<file path="config.mk">
export PLATFORM = sky130hd
export DESIGN_NAME = button_hold_debouncer_unit
export DESIGN_NICKNAME = d
export VERILOG_FILES = /design/src/hw/rtl/bhd_pkg.sv /design/src/hw/rtl/bhd_csr.sv /design/src/hw/rtl/bhd_core.sv /design/src/hw/rtl/button_hold_debouncer_unit.sv
export SDC_FILE = /design/constraint.sdc
export NUM_CORES = 1
export LEC_CHECK = 0
export ABC_AREA = 1
export BUFFER_PORTS_ARGS = -buffer_cell sky130_fd_sc_hd__buf_2
export CORE_ASPECT_RATIO = 2
export CORE_MARGIN = 4
export CORE_UTILIZATION = 52
export CTS_CLUSTER_DIAMETER = 80
export DETAILED_ROUTE_END_ITERATION = 10
export PLACE_DENSITY = 0.7
export SYNTH_ARGS = -nofsm -noshare
export SYNTH_HDL_FRONTEND = slang
export SYNTH_HIERARCHICAL = 1
export SYNTH_SLANG_ARGS = --single-unit
</file>
<file path="constraint.sdc">
create_clock -name clock -period 4 [get_ports clock]
set_clock_uncertainty 0.05 [all_clocks]
set_input_delay 0.6 -clock clock [delete_from_list [all_inputs] [get_ports clock]]
set_output_delay 0.6 -clock clock [all_outputs]
set_load 0.01 [all_outputs]
</file>
<file path="src/hw/rtl/bhd_pkg.sv">
package bhd_pkg;

   // Width of the timer and hold counters.
   localparam int COUNT_WIDTH = 16;
   // Width of each configuration register.
   localparam int CFG_WIDTH = 16;
   // Width used when comparing a register value against a counter value.
   localparam int SAT_WIDTH = (COUNT_WIDTH > CFG_WIDTH) ? COUNT_WIDTH : CFG_WIDTH;

   localparam int CSR_ADDR_WIDTH = 2;
   localparam int REQ_DATA_WIDTH = 8;
   localparam int RSP_DATA_WIDTH = 8;

   localparam logic [CFG_WIDTH-1:0] HOLD_TIME_RESET  = CFG_WIDTH'(0);
   localparam logic [CFG_WIDTH-1:0] PRESS_TIME_RESET = CFG_WIDTH'(10);
   localparam logic [CFG_WIDTH-1:0] CHUNK_TIME_RESET = CFG_WIDTH'(50);

   localparam logic [COUNT_WIDTH-1:0] COUNT_MAX = '1;

   typedef enum logic [CSR_ADDR_WIDTH-1:0] {
      CSR_HOLD_TIME  = 2'd0,
      CSR_PRESS_TIME = 2'd1,
      CSR_CHUNK_TIME = 2'd2
   } csr_index_type;

   typedef enum logic [1:0] {
      MODE_IDLE    = 2'd0,
      MODE_CONFIRM = 2'd1,
      MODE_HOLD    = 2'd2
   } mode_type;

   typedef enum logic {
      FUNC_TICK = 1'b0,
      FUNC_EDGE = 1'b1
   } func_type;

   typedef struct packed {
      logic [CFG_WIDTH-1:0] hold_time;
      logic [CFG_WIDTH-1:0] press_time;
      logic [CFG_WIDTH-1:0] chunk_time;
   } bhd_cfg_type;

   typedef struct packed {
      logic     long_press;
      mode_type mode;
   } bhd_result_type;

   // Clamps a register value to the largest value the counters can hold.
   function automatic logic [COUNT_WIDTH-1:0] sat_count(input logic [CFG_WIDTH-1:0] value);
      logic [SAT_WIDTH-1:0] wide;
      wide = SAT_WIDTH'(value);
      if (wide > SAT_WIDTH'(COUNT_MAX)) begin
         sat_count = COUNT_MAX;
      end else begin
         sat_count = COUNT_WIDTH'(wide);
      end
   endfunction

endpackage

</file>
<file path="src/hw/rtl/bhd_csr.sv">
module bhd_csr (
   input  logic                              clock,
   input  logic                              reset,
   input  logic                              csr_we,
   input  logic [bhd_pkg::CSR_ADDR_WIDTH-1:0] csr_addr,
   input  logic [bhd_pkg::CFG_WIDTH-1:0]      csr_wdata,
   output bhd_pkg::bhd_cfg_type              cfg
);
   import bhd_pkg::*;

   bhd_cfg_type cfg_ff;
   bhd_cfg_type cfg_in;

   always_comb begin
      cfg_in = cfg_ff;
      if (csr_we) begin
         case (csr_addr)
            CSR_HOLD_TIME:  cfg_in.hold_time  = csr_wdata;
            CSR_PRESS_TIME: cfg_in.press_time = csr_wdata;
            CSR_CHUNK_TIME: cfg_in.chunk_time = csr_wdata;
            default: cfg_in = cfg_ff;
         endcase
      end
   end

   always_ff @(posedge clock) begin
      if (reset) begin
         cfg_ff.hold_time  <= HOLD_TIME_RESET;
         cfg_ff.press_time <= PRESS_TIME_RESET;
         cfg_ff.chunk_time <= CHUNK_TIME_RESET;
      end else begin
         cfg_ff <= cfg_in;
      end
   end

   assign cfg = cfg_ff;

endmodule

</file>
<file path="src/hw/rtl/bhd_core.sv">
module bhd_core (
   input  logic                    clock,
   input  logic                    reset,
   input  logic                    step_en,
   input  logic                    func,
   input  logic                    pin_pressed,
   input  bhd_pkg::bhd_cfg_type    cfg,
   output bhd_pkg::bhd_result_type result
);
   import bhd_pkg::*;

   mode_type                 mode_ff;
   mode_type                 mode_in;
   logic [COUNT_WIDTH-1:0]   timer_count_ff;
   logic [COUNT_WIDTH-1:0]   timer_count_in;
   logic                     timer_armed_ff;
   logic                     timer_armed_in;
   logic [COUNT_WIDTH-1:0]   hold_remaining_ff;
   logic [COUNT_WIDTH-1:0]   hold_remaining_in;

   logic                     is_edge;
   logic                     press_edge;
   logic                     expired;
   logic [COUNT_WIDTH-1:0]   count_ticked;
   logic                     armed_ticked;
   logic [CFG_WIDTH-1:0]     chunk_eff;
   logic [SAT_WIDTH-1:0]     hold_wide;
   logic [SAT_WIDTH-1:0]     chunk_wide;
   logic [COUNT_WIDTH-1:0]   chunk_len;
   logic                     long_press;

   assign is_edge    = (func == FUNC_EDGE);
   assign press_edge = is_edge && pin_pressed;

   // The one-shot timer counts down on ticks; a count of zero or one expires.
   always_comb begin
      expired      = 1'b0;
      count_ticked = timer_count_ff;
      armed_ticked = timer_armed_ff;
      if (!is_edge && timer_armed_ff) begin
         if (timer_count_ff <= COUNT_WIDTH'(1)) begin
            expired      = 1'b1;
            count_ticked = '0;
            armed_ticked = 1'b0;
         end else begin
            count_ticked = timer_count_ff - COUNT_WIDTH'(1);
         end
      end
   end

   // Next hold chunk: the smaller of the remainder and the chunk size, where
   // a chunk size of zero counts as one.
   always_comb begin
      chunk_eff  = (cfg.chunk_time == '0) ? CFG_WIDTH'(1) : cfg.chunk_time;
      hold_wide  = SAT_WIDTH'(hold_remaining_ff);
      chunk_wide = SAT_WIDTH'(chunk_eff);
      chunk_len  = (hold_wide < chunk_wide) ? hold_remaining_ff : COUNT_WIDTH'(chunk_wide);
   end

   // Next mode.
   always_comb begin
      case (mode_ff)
         MODE_IDLE: begin
            mode_in = (press_edge && cfg.hold_time != '0) ? MODE_CONFIRM : MODE_IDLE;
         end
         MODE_CONFIRM: begin
            if (expired) begin
               mode_in = pin_pressed ? MODE_HOLD : MODE_IDLE;
            end else begin
               mode_in = MODE_CONFIRM;
            end
         end
         MODE_HOLD: begin
            if (expired) begin
               mode_in = (hold_remaining_ff == '0) ? MODE_IDLE : MODE_HOLD;
            end else if (press_edge) begin
               mode_in = MODE_CONFIRM;
            end else begin
               mode_in = MODE_HOLD;
            end
         end
         default: mode_in = MODE_IDLE;
      endcase
   end

   // Timer, remainder and long-press flag.
   always_comb begin
      timer_count_in    = count_ticked;
      timer_armed_in    = armed_ticked;
      hold_remaining_in = hold_remaining_ff;
      long_press        = 1'b0;
      case (mode_ff)
         MODE_IDLE: begin
            if (press_edge && cfg.hold_time != '0) begin
               hold_remaining_in = sat_count(cfg.hold_time);
               timer_count_in    = sat_count(cfg.press_time);
               timer_armed_in    = 1'b1;
            end
         end
         MODE_CONFIRM: begin
            if (expired && pin_pressed) begin
               timer_count_in    = chunk_len;
               timer_armed_in    = 1'b1;
               hold_remaining_in = hold_remaining_ff - chunk_len;
            end
         end
         MODE_HOLD: begin
            if (expired) begin
               if (hold_remaining_ff == '0) begin
                  long_press = pin_pressed;
               end else begin
                  timer_count_in    = chunk_len;
                  timer_armed_in    = 1'b1;
                  hold_remaining_in = hold_remaining_ff - chunk_len;
               end
            end else if (press_edge) begin
               timer_count_in = sat_count(cfg.press_time);
               timer_armed_in = 1'b1;
            end
         end
         default: long_press = 1'b0;
      endcase
   end

   always_ff @(posedge clock) begin
      if (reset) begin
         mode_ff           <= MODE_IDLE;
         timer_count_ff    <= '0;
         timer_armed_ff    <= 1'b0;
         hold_remaining_ff <= '0;
      end else if (step_en) begin
         mode_ff           <= mode_in;
         timer_count_ff    <= timer_count_in;
         timer_armed_ff    <= timer_armed_in;
         hold_remaining_ff <= hold_remaining_in;
      end
   end

   assign result.long_press = long_press;
   assign result.mode       = mode_in;

`ifndef ASSERT_OFF
   // A long press can only be reported out of hold waiting.
   assert property (@(posedge clock) disable iff (reset)
      step_en && long_press |-> mode_ff == MODE_HOLD)
      else $error("long press reported outside hold waiting");

   // Every way into idle leaves the timer disarmed.
   assert property (@(posedge clock) disable iff (reset)
      mode_ff == MODE_IDLE |-> !timer_armed_ff)
      else $error("timer armed while idle");

   // A tick never wakes the block from idle.
   assert property (@(posedge clock) disable iff (reset)
      step_en && mode_ff == MODE_IDLE && !is_edge |=> mode_ff == MODE_IDLE)
      else $error("tick left idle");
`endif

endmodule

</file>
<file path="src/hw/rtl/button_hold_debouncer_unit.sv">
// Result path: an accepted item's result appears on the result channel once the
// step has moved it from the input register into the result register.
// Throughput: one item per cycle while the result side takes results; the input
// register refills whenever it is empty or the result register is empty or
// being drained in the same cycle.
// Reset: synchronous, active high; the block returns to idle with the timer
// disarmed and the configuration registers at their documented defaults.
module button_hold_debouncer_unit (
   input  logic                                clock,
   input  logic                                reset,
   // Input item channel.
   input  logic                                req_tvalid,
   output logic                                req_tready,
   input  logic [bhd_pkg::REQ_DATA_WIDTH-1:0]  req_tdata,  // [0] pin_pressed, rest zero
   input  logic                                req_tuser,  // [0] func
   // Result item channel.
   output logic                                rsp_tvalid,
   input  logic                                rsp_tready,
   output logic [bhd_pkg::RSP_DATA_WIDTH-1:0]  rsp_tdata,  // [0] long_press, [2:1] mode
   // Configuration write port.
   input  logic                                csr_we,
   input  logic [bhd_pkg::CSR_ADDR_WIDTH-1:0]  csr_addr,
   input  logic [bhd_pkg::CFG_WIDTH-1:0]       csr_wdata
);
   import bhd_pkg::*;

   bhd_cfg_type    cfg;
   bhd_result_type core_result;

   // The input register holds one item waiting for the step logic.
   logic           in_valid_ff;
   logic           in_valid_in;
   logic           in_func_ff;
   logic           in_pressed_ff;

   // The result register holds one finished result until it is taken.
   logic           out_valid_ff;
   logic           out_valid_in;
   bhd_result_type out_result_ff;

   logic           out_free;
   logic           step_en;
   logic           req_accept;

   // The result register can take a new result when it is empty or being
   // drained now; the step fires whenever an item waits and that is true.
   assign out_free   = !out_valid_ff || rsp_tready;
   assign step_en    = in_valid_ff && out_free;
   assign req_tready = !in_valid_ff || out_free;
   assign req_accept = req_tvalid && req_tready;

   assign in_valid_in  = req_accept || (in_valid_ff && !step_en);
   assign out_valid_in = step_en || (out_valid_ff && !rsp_tready);

   bhd_csr u_csr (
      .clock     (clock),
      .reset     (reset),
      .csr_we    (csr_we),
      .csr_addr  (csr_addr),
      .csr_wdata (csr_wdata),
      .cfg       (cfg)
   );

   bhd_core u_core (
      .clock       (clock),
      .reset       (reset),
      .step_en     (step_en),
      .func        (in_func_ff),
      .pin_pressed (in_pressed_ff),
      .cfg         (cfg),
      .result      (core_result)
   );

   always_ff @(posedge clock) begin
      if (reset) begin
         in_valid_ff  <= 1'b0;
         out_valid_ff <= 1'b0;
      end else begin
         in_valid_ff  <= in_valid_in;
         out_valid_ff <= out_valid_in;
      end
   end

   // Payload registers load on their handshakes and need no reset.
   always_ff @(posedge clock) begin
      if (req_accept) begin
         in_func_ff    <= req_tuser;
         in_pressed_ff <= req_tdata[0];
      end
      if (step_en) begin
         out_result_ff <= core_result;
      end
   end

   assign rsp_tvalid = out_valid_ff;
   assign rsp_tdata  = {(RSP_DATA_WIDTH - 3)'(0), out_result_ff.mode, out_result_ff.long_press};

`ifndef ASSERT_OFF
   // An item waiting in the input register is kept while the step is blocked.
   assert property (@(posedge clock) disable iff (reset)
      in_valid_ff && !out_free |=> in_valid_ff)
      else $error("waiting item dropped");

   // A long press always leaves the block idle.
   assert property (@(posedge clock) disable iff (reset)
      out_valid_ff && out_result_ff.long_press |-> out_result_ff.mode == MODE_IDLE)
      else $error("long press result not idle");

   // A step only fires with room in the result register.
   assert property (@(posedge clock) disable iff (reset)
      step_en |=> out_valid_ff)
      else $error("result lost after step");
`endif

endmodule

</file>
# Yosys cells after proc, flatten, opt, wreduce, memory -nomap -nowiden
# Index checks and enable logic that the tools add are counted.
# word_totals
register_bits,90
output_inout_bits,10
in_bits,32
# op_classes
reduce_logical,28
addsub,2
order_cmp,4
n_eq_ne,8
n_mux,34
# ops
op,count
$mux 16,15
$pmux 16 s3,2
$gt 16x16->1 const B,2
$logic_not 16->1,2
$le 16x1->1 const B,1
$lt 16x16->1,1
$reduce_bool 16->1,1
$sub 16x1->16 const B,1
$sub 16x16->16,1
$mux 1,10
$mux 2,5
$logic_and 1x1->1,8
$ne 2x1->1 const B,3
$pmux 2 s3,1
$reduce_and 2->1,3
$reduce_and 6->1,1
$logic_not 1->1,5
$eq 2x1->1 const B,2
$eq 2x2->1 const B,2
$logic_not 2->1,2
$logic_or 1x1->1,4
$pmux 1 s3,1
$reduce_and 3->1,1
$reduce_bool 3->1,1
$ne 2x2->1 const B,1

# Longest topological paths before layout
# Gate-level depths: netlist of the first run.
# depth
word_depth,8
ltp_mapped,33
mapped_depth_nobuf,33

# Hierarchy
# The synthesis of the first run kept the hierarchy.
# modules_own_cells
mod,n_inst,seq_area_each_um2,cells_per_inst,area_per_inst_um2
bhd_core,1,700.7,748,4576.9
bhd_csr,1,960.9,304,2001.9
button_hold_debouncer_unit,1,190.2,23,282.8

# Worst setup path after synthesis of the first run
# No wires, ideal clock.
# synth_path
path_kind,register -> register
from,"register u_csr.cfg_ff, in the netlist u_csr/cfg[15]"
to,register u_core.hold_remaining_ff[12]
path_buffers,0
arrival_time_ns,3.362
slack_ns,0.453
setup_ns,0.135
stages_incl_launch_ff,19
cell_sequence,dfxtp_1 inv_1 ha_1 nand2_1 nor2_1 a2111oi_4 nand2_4 o21ai_1 ha_1 inv_1 fa_1 a21oi_1 o21ai_0 a21oi_1 o21ai_0 a31o_2 xor2_1 o21ai_1 a21oi_1
# synth_between
elab_chain_cells,8
elab_cells_between_ends,9
classes_between,add/sub (1); order compare (1); mux (6); reduce/logical (1)
# synth_rtl
element,line_no,source
from (decl),bhd_csr.sv:11,bhd_cfg_type cfg_ff;
from (signal assigned),bhd_csr.sv:32,cfg_ff <= cfg_in;
$logic_not 16->1,bhd_core.sv:54,chunk_eff = (cfg.chunk_time == '0) ? CFG_WIDTH'(1) : cfg.chunk_time;
$mux 16 *,bhd_core.sv:54,
$lt 16x16->1,bhd_core.sv:57,chunk_len = (hold_wide < chunk_wide) ? hold_remaining_ff : COUNT_WIDTH'(chunk_wide);
$mux 16 *,bhd_core.sv:57,
$sub 16x16->16 *,"bhd_core.sv:104, bhd_core.sv:114",
$mux 16,bhd_core.sv:109,if (hold_remaining_ff == '0) begin
$mux 16,bhd_core.sv:108,if (expired) begin
$pmux 16 s3 *,bhd_core.sv:92,case (mode_ff)
to (signal assigned),bhd_core.sv:135,hold_remaining_ff <= hold_remaining_in;
to (decl),bhd_core.sv:18,logic [COUNT_WIDTH-1:0] hold_remaining_ff;
# Every way passes the cells marked *; elsewhere a longest branch is shown, timed or not. The select of a mux whose other input is x is not followed.
# A chain may end at the register's enable or synchronous reset.

# Worst setup path in the final report of the first run
# layout_path
from,"register u_csr.cfg_ff, in the netlist u_csr/cfg[15]"
to,register u_core.hold_remaining_ff[14]
# Same word-level chain as after synthesis.

==> results of run 1 <==
## placed cells by master, fill, tap and decap left out, types with 4 or more instances in the layout
cell type / n
a211oi_1: 7
a211oi_2: 5
a21oi_1: 92
a21oi_2: 9
a22oi_1: 6
buf_2: 29
buf_4: 25
clkbuf_16: 9
clkinv_1: 4
conb_1: 5
dfxtp_1: 80
dfxtp_2: 5
edfxtp_1: 5
ha_1: 33
inv_1: 132
inv_2: 7
nand2_1: 243
nand2_2: 8
nand2_4: 6
nand3_1: 73
nand4_1: 4
nor2_1: 149
nor2_2: 7
nor2_4: 5
nor3_1: 7
nor4_1: 5
o211ai_1: 4
o21ai_0: 36
o21ai_1: 24
o21ai_2: 4
xnor2_1: 6
xor2_1: 17
## flip-flops by register name, indices dropped and copies added (netlist names)
signal,count
rsp_tdata,3
u_core/timer_armed_ff,1
in_pressed_ff,1
in_func_ff,1
u_core/mode_ff,2
in_valid_ff,1
u_csr/cfg,48
u_core/hold_remaining_ff,16
u_core/timer_count_ff,16
rsp_tvalid,1
## logic make-up after synthesis
family | count (synthesis) | share of synthesized area [%]
compound gates | 209 | 18.0
xor+xnor | 23 | 2.94
fa+ha+maj | 37 | 6.86
buf+inv | 191 | 11.9
flops | 90 | 27.0
other cells | 1 | 0.0547
simple gates | 524 | 33.3
## how the worst min path moves through the flow
stage / start / to / slack (ps)
2_1_floorplan: u_csr/cfg[17] / u_csr/cfg[17] / 400
3_3_place_gp: u_csr/cfg[47] / u_csr/cfg[47] / 420
3_5_place_dp: u_csr/cfg[40] / u_csr/cfg[40] / 420
4_1_cts: req_tuser / in_func_ff / 370
5_1_grt: req_tuser / in_func_ff / 370
6_report: req_tuser / in_func_ff / 380
## layout make-up
cell class                      count  area, µm²  area share, %
Clock buffer                        9        225           2.95
Timing Repair Buffer               55        353           4.62
Clock inverter                      7        123           1.61
Sequential cell                    90       1860           24.4
Inverter                          143        539           7.07
Multi-Input combinational cell    798       4340           56.9
Tap cell                          152        190           2.49
## metrics by stage
step	setup slack [ps]	cell area (µm²)	std cells	hold slack [ps]	utilization, %
2_1_floorplan	453	6880	1079	401	-
3_3_place_gp	175	7120	1236	418	54.8
3_5_place_dp	151	7120	1236	419	54.8
4_1_cts	132	7460	1252	369	57.5
5_1_grt	-42.6	7630	1254	370	58.7
6_report	109	7630	1254	379	58.7
## where the power goes
group / internal, µW / switching, µW / leakage (µW)
Clock: 619 / 403 / 0.000170
Combinational: 466 / 832 / 0.00277
Sequential: 956 / 59.0 / 0.000745
## what timing repair did
action                                 CTS  global route
endpoints found under the hold margin    0             0
hold buffers                             0             0
resized for setup                        0            38
buffers inserted                         0             2
setup endpoints to repair                0             8
## per-layer routing
| metal | global-route usage [%] | vias up | share of wire, % |
|---|---|---|---|
| li1 | - | 3514 | - |
| met1 | 29.9 | 3206 | 33 |
| met2 | 54.9 | 294 | 53 |
| met3 | 3.00 | 103 | 4.1 |
| met4 | 24.0 | 0 | 9.4 |
| met5 | 0 | - | 0 |
==> metrics, run 1 <==
outcome=finished, final reports clean; vias in the first global route=6,770; FF-to-FF Start=u_csr/cfg[15]; CTS H-tree depth=3; Core Area=13,000 µm²; Max-slew headroom=17.6%; initial antenna violation count=0; WS Path Type=reg -> reg; pwr/cell area=437 nW/µm²; #FFs+latches synth=90; top cells by area, synth=dfxtp_1, nand2_1, nor2_1; register area share after synthesis=27.0%; DRT Wirelength=22.7 mm; grt total ovfl=0; FP Rows=59; Final GP Congestion=1.04; Power, Total=roughly 3300 µW; 1st-iter DRT viols=438; critical path's top delay family=compound AO/OA/AOI/OAI gates; crit path DAT=4070 ps; clk root buf=clkbuf_16; die height=~170 µm; Lkg Pwr=0.00369 µW; 1st-pass router iterations=7; Antenna Diode Count=0; synth cell count leaders=nand2_1, nor2_1, inv_1; Avg WL per Cell=approximately 18 µm; critical path launch point type=flip-flop; setup TNS=0 ps; fin nets=1,166; Post-synth EDFFs=5; most common cell in the netlist=nand2_1; Post-route DRC=0; crit share post-route=between 90 and 100%; maximum VDD drop=0.362 mV; Num CTS Buffers=9; WHS Path Cells=1; IO Count=42; Antenna Nets Post-Route=0; Mapped Avg Cell Area=6.38 µm²; CTS tree=yes; layout cells sized above 1=13.6%; stages on the worst setup path=20; FF-to-FF End=u_core/hold_remaining_ff[14]; critical path capture point type=flip-flop; crit-path most repeated cell=a21oi_2; Unique masters post-synth=59; Buffers on Ports=29; Die W=89.2 µm; worst slew pin tran=1230 ps; R2R setup slack=110 ps; Fin. Hold Viols=0; slowest stage delay, CP=420 ps; filler instances=1,281; max-slew violations=0; Clk Latency, worst-skew pair=between 300 and 400 ps; Ys Warns=6; Worst path slowest cell=a2111oi_4; CTS clk-pin slew, worst paths=roughly 70 ps; clk sinks=90; # setup viols final=0; fin crit period=3890 ps; FMAX=257 MHz; max_cap viols=0; critical path required time=4180 ps; number of cells on the worst reg-to-reg path=20; Final HPWL DP=17.2 mm; Worst Hold Class=in -> reg; crit path cell chain=inv_1 -> ha_1 -> nand4_1 -> a31oi_2 -> a2111oi_4 -> nand2_4 -> o21ai_2 -> ha_2 -> inv_1 -> fa_2 -> a21oi_2 -> o21ai_0 -> buf_4 -> nand2_1 -> nand2_1 -> a21oi_2 -> nand3b_1 -> a21oi_1 -> o221ai_2 -> a21oi_2; via/cell ratio=around 5.7; cell taking the most area after synthesis=dfxtp_1; Cell Area, Synth=6860 µm²; area growth from synthesis to layout=11.2%; Main synth FF type=dfxtp_1; largest net degree at the start of global routing=44; asr flop ratio synth=0%; Via Count=7,117; crit path from=u_csr/cfg[15]; GRT Overall Usage=30.3%; initial core utilization=a little over half; first-pass GRT wire length=34.7 mm; crit-path max FO=7; crit path to=u_core/hold_remaining_ff[14]; CTS Buffer Depth=2; Cells after Synth=~1,100; overall die area=15,200 µm²; area share of the largest cell type after synthesis=between 20% and 30%; CP bufs+invs=3
No activity file was read; power rests on OpenSTA's default activity.
==> run 2: changes to the inputs <==
--- a/config.mk
+++ b/config.mk
@@ -5,7 +5,6 @@
 export SDC_FILE = /design/constraint.sdc
 export NUM_CORES = 1
 export LEC_CHECK = 0
-export ABC_AREA = 1
 export BUFFER_PORTS_ARGS = -buffer_cell sky130_fd_sc_hd__buf_2
 export CORE_ASPECT_RATIO = 2
 export CORE_MARGIN = 4
==> run 2 against run 1 <==
Effect of this change:
- die area is 4.9% lower
- global-route usage up 0.57 points
- power decreased by 16%
- fmax is 1.5% lower
- combinational power shrank 27%
- highest routed layer unchanged
- worst hold slack worse by 6.9 ps
- worst setup slack lost 59 ps
- largest cell class unchanged
- non-clock buffer count up 57
==> metrics, run 2 <==
Post-CTS Hold Buffers=0 (unchanged); outcome=finished, final reports clean (unchanged); area growth from synthesis to layout=22.0% (was 11.2%); max_cap viols=0 (unchanged); filler instances=1,021 (was 1,281); Placed Area=7130 µm² (was 7120 µm²); via/cell ratio=6.50 (was 5.68); fin crit period=3950 ps (was 3890 ps); area share of the largest cell type after synthesis=26.2% (was 24.8%); WS Path Type=reg -> reg (unchanged); CP bufs+invs=6 (was 3); critical path's top delay family=compound AO/OA/AOI/OAI gates (unchanged); Clk Latency, worst-skew pair=360 ps (was 350 ps); Post-route DRC=0 (unchanged); crit-path max FO=5 (was 7); Worst path slowest cell=dfxtp_1 (was a2111oi_4); Num CTS Buffers=9 (unchanged); DRT Wirelength=23.2 mm (was 22.7 mm); CTS tree=yes (unchanged); largest net degree at the start of global routing=74 (was 44); worst slew pin tran=1100 ps (was 1230 ps); grt total ovfl=0 (unchanged); most common cell in the netlist=dfxtp_1 (was nand2_1); # setup viols final=0 (unchanged); GRT Overall Usage=30.9% (was 30.3%); initial antenna violation count=0 (unchanged); most common cell after layout, fill and taps aside=buf_4 (was nand2_1); Core Area=12,200 µm² (was 13,000 µm²); crit path cell chain=inv_2 -> ha_4 -> nand2_2 -> o21ai_2 -> a311oi_1 -> buf_4 -> o31ai_4 -> buf_6 -> mux2i_4 -> ha_4 -> buf_4 -> o21a_1 -> o31ai_2 -> buf_4 -> a211oi_4 -> buf_4 -> o31ai_4 -> a21oi_2 -> o31a_1 -> nor2_1 (was inv_1 -> ha_1 -> nand4_1 -> a31oi_2 -> a2111oi_4 -> nand2_4 -> o21ai_2 -> ha_2 -> inv_1 -> fa_2 -> a21oi_2 -> o21ai_0 -> buf_4 -> nand2_1 -> nand2_1 -> a21oi_2 -> nand3b_1 -> a21oi_1 -> o221ai_2 -> a21oi_2); pwr/cell area=355 nW/µm² (was 437 nW/µm²); clk root buf=clkbuf_16 (unchanged); CTS H-tree depth=3 (unchanged); #FFs+latches synth=90 (unchanged); Post-synth EDFFs=5 (unchanged); top cells by area, synth=dfxtp_1, mux2i_1, ha_1 (was dfxtp_1, nand2_1, nor2_1); most frequent cells in the layout=buf_4, dfxtp_1, nand2b_1, mux2i_1, nor2_1 (was nand2_1, nor2_1, inv_1, a21oi_1, dfxtp_1); FMAX=253 MHz (was 257 MHz); pre-CTS setup slack=-255 ps (was 151 ps); Die W=87.1 µm (was 89.2 µm); clk sinks=90 (unchanged); critical path required time=4240 ps (was 4180 ps); slowest stage delay, CP=350 ps (was 420 ps); Fin. Hold Viols=0 (unchanged); Max-slew headroom=26.4% (was 17.6%); crit-path most repeated cell=buf_4 (was a21oi_2); max-slew violations=0 (unchanged); Buffers on Ports=29 (unchanged); CTS Buffer Depth=2 (unchanged); Final HPWL DP=17.0 mm (was 17.2 mm); Ys Warns=6 (unchanged); die height=166 µm (was 170 µm); Mapped Avg Cell Area=8.39 µm² (was 6.38 µm²); Cells after Synth=775 (was 1,075); initial core utilization=53.3% (was 52.8%); cell taking the most area after synthesis=dfxtp_1 (unchanged); CTS clk-pin slew, worst paths=70 ps (about the same); Unique masters post-synth=72 (was 59); overall die area=14,500 µm² (was 15,200 µm²); Antenna Nets Post-Route=0 (unchanged); Avg WL per Cell=23.2 µm (was 18.1 µm); synth cell count leaders=dfxtp_1, mux2i_1, nand2b_1 (was nand2_1, nor2_1, inv_1); critical path capture point type=flip-flop (unchanged); first-pass GRT wire length=34.0 mm (was 34.7 mm); fin nets=917 (was 1,166); Main synth FF type=dfxtp_1 (unchanged); layout cells sized above 1=24.9% (was 13.6%); critical path launch point type=flip-flop (unchanged); 1st-pass router iterations=10 (was 7); asr flop ratio synth=0% (unchanged); maximum VDD drop=0.273 mV (was 0.362 mV); Finished Cell Area=7930 µm² (was 7630 µm²); Lkg Pwr=0.00319 µW (was 0.00369 µW); crit share post-route=98.8% (was 97.3%); register area share after synthesis=28.5% (was 27.0%); Final WS setup=49.8 ps (was 109 ps); crit path DAT=4190 ps (was 4070 ps); Antenna Diode Count=0 (unchanged); Final GP Congestion=0.992 (was 1.04); Cell Area, Synth=6500 µm² (was 6860 µm²); number of flip-flops in the largest register=48 (unchanged); Worst Hold Class=in -> reg (unchanged); 1st-iter DRT viols=458 (was 438); Via Count=6,495 (was 7,117); IO Count=42 (unchanged); vias in the first global route=6,425 (was 6,770); FP Rows=57 (was 59)
## run 2: cell types whose count changed after synthesis, sizes merged, moves of 61 or more
cell / delta
nand2: -209
inv: -110
nor2: -107
mux2i: +78
nand2b: +69
nand3: -63
a21oi: -61
## run 2: layout make-up
class	count	area (µm²)	area share, %
Multi-Input combinational cell	604	4670	58.9
Sequential cell	90	1870	23.5
Timing Repair Buffer	112	792	9.99
Clock buffer	9	225	2.84
Tap cell	147	184	2.32
Inverter	31	116	1.47
Clock inverter	7	73.8	0.931
## run 2: kinds of logic (layout without fill, tap and decap cells)
| group | Yosys count | count (layout) | share of synthesized area, % |
|---|---|---|---|
| flip-flops | 90 | 90 | 28.5 |
| buffers and inverters | 85 | 159 | 5.93 |
| XOR/XNOR | 22 | 22 | 2.97 |
| other | 1 | 5 | 0.0577 |
| AO/OA/AOI/OAI | 185 | 185 | 19.9 |
| adder cells (fa/ha/maj) | 37 | 37 | 7.24 |
| multiplexers | 80 | 80 | 12.4 |
| AND/OR/NAND/NOR | 275 | 275 | 23.0 |
## run 2: final timing paths
kind / from / end / slack (ps) / depth (start not counted)
max: u_csr/cfg[7] / u_core/hold_remaining_ff[13] / 50 / 20
min: req_tuser / in_func_ff / 370 / 1
max reg2reg: u_csr/cfg[7] / u_core/hold_remaining_ff[13] / 50 / 20
min reg2reg: u_csr/cfg[27] / u_csr/cfg[27] / 430 / 2
## run 2: repair_timing
action	in CTS	in global routing
gates resized for setup	14	73
cloned	0	1
pin swaps	3	21
buffers inserted	2	9
setup endpoints to repair	9	11
## run 2: power by group
part	switching [µW]	internal, µW
clock network	437	445
registers	40.4	936
logic	500	453
## run 2: stage by stage
step / hold WS (ps) / utilization [%] / cells / setup TNS (ps) / power (µW)
finish: 372 / 65.0 / 1000 / 0 / 2810
global route: 370 / 65.0 / 1000 / -190 / 2920
CTS: 364 / 61.7 / 990 / -20.8 / 2640
detailed placement: 420 / 58.5 / 972 / -1290 / 1730
global placement: 412 / 58.5 / 972 / -450 / 1720
floorplan: 399 / - / 779 / 0 / 1480
## run 2: metal layers
| layer | routed length, µm | track usage [%] | vias to the layer above |
|---|---|---|---|
| met5 | 0 | 0 | - |
| met3 | 1310 | 5.91 | 145 |
| met1 | 7360 | 28.2 | 3058 |
| met4 | 2650 | 30.3 | 0 |
| met2 | 11900 | 53.6 | 320 |
| li1 | - | - | 2972 |
